### src/daf_pkg.sv
// ----------------------------------------------------------------------------
// daf_pkg
// Shared types and constants for the decimal ASCII formatter.
// ----------------------------------------------------------------------------
package daf_pkg;

    localparam int MAX_CHARS = 16;
    localparam int CNT_W     = $clog2(MAX_CHARS + 1);
    localparam int IDX_W     = $clog2(MAX_CHARS);

    localparam logic [31:0] SIGN_LIMIT  = 32'h7fff_ffff;
    localparam logic [3:0]  MAX_WIDTH   = 4'd10;
    localparam logic [31:0] RECIP_10    = 32'hcccc_cccd;  // 2^35 / 10, rounded up
    localparam int          RECIP_SHIFT = 35;
    localparam int          QUOT_W      = 64 - RECIP_SHIFT;
    localparam logic [7:0]  CHAR_ZERO   = 8'h30;
    localparam logic [7:0]  CHAR_MINUS  = 8'h2d;

    typedef struct packed {
        logic [31:0] value;
        logic        is_signed;
        logic [7:0]  fill_char;
        logic [3:0]  width;
    } in_item_t;

    typedef struct packed {
        logic [7:0] out_char;
        logic       last;
    } out_item_t;

    typedef struct packed {
        logic load;
        logic mul;
        logic push_digit;
        logic push_fill;
        logic push_sign;
        logic emit;
    } dp_cmd_t;

    typedef struct packed {
        logic quot_zero;
        logic cnt_inc_lt_w;
        logic cnt_inc_eq_w;
        logic fill_nz;
        logic neg;
        logic out_free;
        logic last_char;
    } dp_status_t;

endpackage

### src/daf_datapath.sv
// ----------------------------------------------------------------------------
// daf_datapath
// Divide-by-ten unit, character stack and output register.
// ----------------------------------------------------------------------------
module daf_datapath
    import daf_pkg::*;
(
    input  logic       aclk,
    input  logic       aresetn,
    input  in_item_t   s_data,
    input  dp_cmd_t    cmd,
    output dp_status_t status,
    output logic       m_valid,
    input  logic       m_ready,
    output out_item_t  m_data
);

    logic [31:0]       work_reg, work_next;
    logic [QUOT_W-1:0] quot_reg, quot_next;
    logic [CNT_W-1:0]  count_reg, count_next;
    logic [3:0]        width_reg, width_next;
    logic [7:0]        fill_reg, fill_next;
    logic              neg_reg, neg_next;
    logic              out_valid_reg, out_valid_next;
    out_item_t         out_reg, out_next;
    logic [7:0]        char_mem [MAX_CHARS];

    logic [63:0]       product;
    logic [31:0]       quot_x10;
    logic [31:0]       rem_full;
    logic [7:0]        push_char;
    logic              push_en;
    logic [CNT_W-1:0]  cnt_inc;
    logic [CNT_W-1:0]  rd_ptr;
    logic              load_neg;

    assign product   = {32'b0, work_reg} * {32'b0, RECIP_10};
    assign quot_x10  = {quot_reg, 3'b000} + {2'b00, quot_reg, 1'b0};
    assign rem_full  = work_reg - quot_x10;
    assign cnt_inc   = count_reg + CNT_W'(1);
    assign rd_ptr    = count_reg - CNT_W'(1);
    assign load_neg  = s_data.is_signed && (s_data.value > SIGN_LIMIT);
    assign push_en   = (cmd.push_digit || cmd.push_fill || cmd.push_sign)
                       && (count_reg < CNT_W'(MAX_CHARS));

    always_comb begin
        if (cmd.push_digit) begin
            push_char = CHAR_ZERO + {4'b0, rem_full[3:0]};
        end else if (cmd.push_fill) begin
            push_char = fill_reg;
        end else begin
            push_char = CHAR_MINUS;
        end
    end

    always_comb begin
        work_next      = work_reg;
        quot_next      = quot_reg;
        count_next     = count_reg;
        width_next     = width_reg;
        fill_next      = fill_reg;
        neg_next       = neg_reg;
        out_valid_next = out_valid_reg && !m_ready;
        out_next       = out_reg;

        if (cmd.load) begin
            work_next  = load_neg ? (~s_data.value + 32'd1) : s_data.value;
            width_next = (s_data.width > MAX_WIDTH) ? MAX_WIDTH : s_data.width;
            fill_next  = s_data.fill_char;
            neg_next   = load_neg;
            count_next = '0;
        end
        if (cmd.mul) begin
            quot_next = product[63:RECIP_SHIFT];
        end
        if (cmd.push_digit) begin
            work_next = {{(32-QUOT_W){1'b0}}, quot_reg};
        end
        if (push_en) begin
            count_next = cnt_inc;
        end
        if (cmd.emit) begin
            out_next.out_char = char_mem[rd_ptr[IDX_W-1:0]];
            out_next.last     = (count_reg == CNT_W'(1));
            out_valid_next    = 1'b1;
            count_next        = rd_ptr;
        end
    end

    always_ff @(posedge aclk) begin
        if (!aresetn) begin
            work_reg      <= '0;
            count_reg     <= '0;
            out_valid_reg <= 1'b0;
        end else begin
            work_reg      <= work_next;
            count_reg     <= count_next;
            out_valid_reg <= out_valid_next;
        end
        quot_reg  <= quot_next;
        width_reg <= width_next;
        fill_reg  <= fill_next;
        neg_reg   <= neg_next;
        out_reg   <= out_next;
        if (push_en) begin
            char_mem[count_reg[IDX_W-1:0]] <= push_char;
        end
    end

    assign status.quot_zero    = (quot_reg == '0);
    assign status.cnt_inc_lt_w = (cnt_inc < {{(CNT_W-4){1'b0}}, width_reg});
    assign status.cnt_inc_eq_w = (cnt_inc == {{(CNT_W-4){1'b0}}, width_reg});
    assign status.fill_nz      = (fill_reg != 8'h00);
    assign status.neg          = neg_reg;
    assign status.out_free     = !out_valid_reg || m_ready;
    assign status.last_char    = (count_reg == CNT_W'(1));

    assign m_valid = out_valid_reg;
    assign m_data  = out_reg;

endmodule

### src/daf_controller.sv
// ----------------------------------------------------------------------------
// daf_controller
// Sequencer: divide loop, padding, sign, then character readout.
// ----------------------------------------------------------------------------
module daf_controller
    import daf_pkg::*;
(
    input  logic       aclk,
    input  logic       aresetn,
    input  logic       s_valid,
    output logic       s_ready,
    input  dp_status_t status,
    output dp_cmd_t    cmd
);

    typedef enum logic [2:0] {
        IDLE,
        MUL,
        DIGIT,
        PAD,
        SIGN,
        EMIT
    } state_t;

    state_t state_reg, state_next;

    always_comb begin
        cmd        = '0;
        state_next = state_reg;
        unique case (state_reg)
            IDLE: begin
                if (s_valid) begin
                    cmd.load   = 1'b1;
                    state_next = MUL;
                end
            end
            MUL: begin
                cmd.mul    = 1'b1;
                state_next = DIGIT;
            end
            DIGIT: begin
                cmd.push_digit = 1'b1;
                if (status.quot_zero) begin
                    if (status.cnt_inc_lt_w && status.fill_nz) begin
                        state_next = PAD;
                    end else begin
                        state_next = status.neg ? SIGN : EMIT;
                    end
                end else if (status.cnt_inc_eq_w) begin
                    // width reached, higher digits dropped
                    state_next = status.neg ? SIGN : EMIT;
                end else begin
                    state_next = MUL;
                end
            end
            PAD: begin
                cmd.push_fill = 1'b1;
                if (!status.cnt_inc_lt_w) begin
                    state_next = status.neg ? SIGN : EMIT;
                end
            end
            SIGN: begin
                cmd.push_sign = 1'b1;
                state_next    = EMIT;
            end
            EMIT: begin
                if (status.out_free) begin
                    cmd.emit = 1'b1;
                    if (status.last_char) begin
                        state_next = IDLE;
                    end
                end
            end
            default: state_next = IDLE;
        endcase
    end

    always_ff @(posedge aclk) begin
        if (!aresetn) begin
            state_reg <= IDLE;
        end else begin
            state_reg <= state_next;
        end
    end

    assign s_ready = (state_reg == IDLE);

endmodule

### src/decimal_ascii_formatter.sv
// ----------------------------------------------------------------------------
// decimal_ascii_formatter
// Formats a 32-bit value as decimal ASCII, most significant character first.
// ----------------------------------------------------------------------------
// Sequence: after accept, each of D digits takes a multiply-by-reciprocal step
//   (MUL) then a DIGIT step; then P pad characters and, if negative, a minus
//   sign are stacked; readout gives one character per cycle unless m_ready stalls.
// Accept: one number at a time; a new number is taken only when idle.
// Reset: synchronous, active low; returns idle with the output empty.
module decimal_ascii_formatter
    import daf_pkg::*;
(
    input  logic      aclk,
    input  logic      aresetn,
    input  logic      s_valid,
    output logic      s_ready,
    input  in_item_t  s_data,
    output logic      m_valid,
    input  logic      m_ready,
    output out_item_t m_data
);

    dp_cmd_t    cmd;
    dp_status_t status;

    daf_controller u_ctrl (
        .aclk    (aclk),
        .aresetn (aresetn),
        .s_valid (s_valid),
        .s_ready (s_ready),
        .status  (status),
        .cmd     (cmd)
    );

    daf_datapath u_dp (
        .aclk    (aclk),
        .aresetn (aresetn),
        .s_data  (s_data),
        .cmd     (cmd),
        .status  (status),
        .m_valid (m_valid),
        .m_ready (m_ready),
        .m_data  (m_data)
    );

    // one number in flight
    a_single_item: assert property (@(posedge aclk) disable iff (!aresetn)
        s_valid && s_ready |=> !s_ready)
        else $error("accepted a new item while busy");

    // returning idle means the last character of the number is on the output
    a_idle_after_last: assert property (@(posedge aclk) disable iff (!aresetn)
        $past(aresetn) && $rose(s_ready) |-> m_valid && m_data.last)
        else $error("went idle without presenting the last character");

    // a non-final character means readout is still in progress
    a_busy_mid_number: assert property (@(posedge aclk) disable iff (!aresetn)
        m_valid && !m_data.last |-> !s_ready)
        else $error("idle while the number is only partly sent");

endmodule
### config.mk
export PLATFORM = sky130hd
export DESIGN_NAME = decimal_ascii_formatter
export DESIGN_NICKNAME = d
export VERILOG_FILES = /design/src/daf_pkg.sv /design/src/daf_datapath.sv /design/src/daf_controller.sv /design/src/decimal_ascii_formatter.sv
export SDC_FILE = /design/constraint.sdc
export NUM_CORES = 1
export LEC_CHECK = 0
export CORE_MARGIN = 3
export CORE_UTILIZATION = 50
export CTS_BUF_LIST = sky130_fd_sc_hd__clkbuf_16
export DETAILED_ROUTE_END_ITERATION = 8
export DONT_BUFFER_PORTS = 1
export GPL_TIMING_DRIVEN = 0
export PLACE_DENSITY = 0.7
export SLEW_MARGIN = 20
export SYNTH_ARGS = -nofsm -noshare
export SYNTH_HDL_FRONTEND = slang
export SYNTH_SLANG_ARGS = --single-unit
### constraint.sdc
create_clock -name aclk -period 7.6 [get_ports aclk]
set_clock_uncertainty 0.05 [all_clocks]
set_input_delay 0.38 -clock aclk [delete_from_list [all_inputs] [get_ports aclk]]
set_output_delay 0.38 -clock aclk [all_outputs]
set_load 0.01 [all_outputs]
==> flow_summary.toml <==
[status]
status = "finished, final reports clean"

[clock_network]
htree_levels = 1
cts-buffers-inserted = 21
cts.sinks = 220
cts_tree = "yes"
clock_path_buffers = 3
cts.reportedPaths.clkPinSlew_ns = 0.06
clock_latency_ns = 0.51
root_buffer = "clkbuf_16"

[final_layout]
final_util_pct = 55.0
areaGrowthSynthToFinish_pct = 8.16
nets = 3197
design_area_um2 = 28500
largest_reg_flops = 128
final_common_cell = "inv_1"
layout-drive-gt1-share_pct = 8.36
layout_common_cells = "inv_1, fa_1, ha_1"

[drt]
drc = 0
via_per_inst = 5.69
wl_per_cell_um = 23.1
drt_iter0_drc = 1392
dr.pass1.iters = 8
wl_um = 71600
drtAntennaViolNets = 0
vias = 17600

[synthesis]
ys_types = 76
synth_area_leader_cell = "fa_1"
synth-main-ff-cell = "edfxtp_1"
ys_seq_elements = 220
seq_area_frac_synth_pct = 23.5
netlist_top_cells_area = "fa_1, edfxtp_1, ha_1"
synth_edf_count = 179
synthCells = 2356
async_flop_share_pct = 0
synthesis.nets = 3151
synth.top_cell.area_share_pct = 29.4
synth_area_per_cell_um2 = 11.2
yosysWarningCount = 0
synthesis.area_um2 = 26300

[timing]
drv_slew = 0
maxSlewHeadroom_pct = 22.1
setup_viol_count_final = 0
fmax_ghz = 0.133
fin_crit_sh_pct = 98.9
post-route-min-period_ns = 7.52
tightestPinTransition_ns = 1.16
final-hold-violation-count = 0

[global_route]
grt_pass1_vias = 18500
grtUsageMet1_pct = 35.4
met2_usage_pct = 44.3
grt_usage_pct = 26.2
grt_pass1_wl_um = 111000
antenna_found_initial = 1
overflow = 0
top_usage_layer = "met2"
grt.met3_usage_pct = 3.51
grt_max_degree = 23

[worst_setup_path]
r2r-start = "u_dp.work_reg[16]"
crit_type = "reg -> reg"
worstSetupStartpointType = "register"
crit_fanout = 8
critical_path_arrival_ns = 7.84
critPathCaptureType = "register"
r2r_setup_slack_ns = 0.08
worstReg2RegEnd = "u_dp.quot_reg[25]"
crit_required_ns = 7.93
rr_worst_depth = 24

[floorplanning]
start_util_pct = 50.9
dieArea_um2 = 55400
coreArea_um2 = 51700
die_y_um = 235
ios = 60
die_width_um = 235
num_rows = 83

[placement]
placed_area_um2 = 27200
place.detailed.hpwl_um = 60200
place_congestion = 0.994
port-buffer-count = 0

[min_path]
hp-class = "in -> reg"
hold_path_depth = 1
min_to = "u_dp.width_reg[0]"
worstHoldStart = "s_data[0]"

[job]
drv_cap = 0
==> cell type report <==
type	count	area, µm²
clock buffers	21	526
clock inverters	17	78.8
well taps	680	851
repair buffers	28	240
multi-input cells	1524	18200
inverters	559	2110
plain buffers	48	210
flip-flops and latches	220	6260
diodes	1	2.50
fillers	4411	23200
==> layer usage <==
metal,vias up,part of all wire [%]
met5,-,0.014
met4,2,3.9
met3,134,6.3
met2,626,49
met1,9030,41
li1,7844,-
==> Yosys cell counts, types with 18 or more instances <==
library cell,number
inv_1,557
fa_1,386
ha_1,360
edfxtp_1,179
nand2_1,87
a21oi_1,79
xor2_1,67
nor2_1,57
o21ai_0,54
xnor2_1,49
a21o_1,46
dfxtp_1,41
mux4_2,40
and2_1,35
clkbuf_1,34
nand3_1,31
a22oi_1,28
nor3_1,18
==> worst max-delay path: stages, from the launching register on <==
cell and delay (ns):
dfxtp_4 0.48, ha_4 0.24, inv_1 0.13, fa_1 0.54
inv_1 0.05, fa_1 0.56, inv_1 0.08, fa_1 0.50
inv_1 0.06, fa_1 0.59, fa_1 0.46, fa_1 0.55
inv_1 0.06, fa_1 0.37, inv_1 0.09, ha_1 0.22
buf_2 0.18, and2_2 0.29, and3_1 0.31, and3_1 0.24
a32oi_4 0.33, a21oi_1 0.22, a21oi_2 0.32, mux2_2 0.37
nand2_1 0.06
==> kinds of logic after synthesis <==
logic type	Yosys count	share of synthesized area (%)
DFF	220	23.5
adders and majority gates	746	46.5
and+or+nand+nor	308	5.95
xor gates and xnor gates	116	3.86
AOI/OAI and AO/OA	313	7.84
buffers and inverters	612	8.87
muxes	41	3.47
==> how the worst max path moves through the flow <==
stage                 startpoint           endpoint  slack, ns  cells past startpoint
2_1_floorplan  u_dp.work_reg[11]  u_dp.quot_reg[26]       0.93                     24
3_3_place_gp   u_dp.work_reg[16]  u_dp.quot_reg[23]      -1.36                     25
3_5_place_dp   u_dp.work_reg[16]  u_dp.quot_reg[23]      -1.07                     25
4_1_cts        u_dp.work_reg[11]  u_dp.quot_reg[20]      0.007                     22
5_1_grt        u_dp.work_reg[13]  u_dp.quot_reg[23]      -0.02                     24
6_report       u_dp.work_reg[16]  u_dp.quot_reg[25]       0.08                     24
==> repair_timing <==
action	in CTS	in global routing
gates resized for setup	71	43
setup buffers	1	8
endpoints found under the setup margin	27	13
pin swaps	2	4
gates cloned	0	0
hold endpoints to repair	12	0
hold buffers	12	0
==> metrics by stage <==
step	hold WS (ns)	setup TNS [ns]	std cells	setup slack, ns
2_1_floorplan	0.429	0	2356	0.929
3_3_place_gp	0.429	-20.24	3036	-1.36
3_5_place_dp	0.429	-17.58	3040	-1.07
4_1_cts	0.0191	0	3090	0.00682
5_1_grt	0.0337	-0.0279	3097	-0.0196
6_report	0.0322	0	3098	0.0811
Power is left out: the tool's default activity adds up to more than one toggle a clock period on the data nets, which glitch-free logic cannot reach.
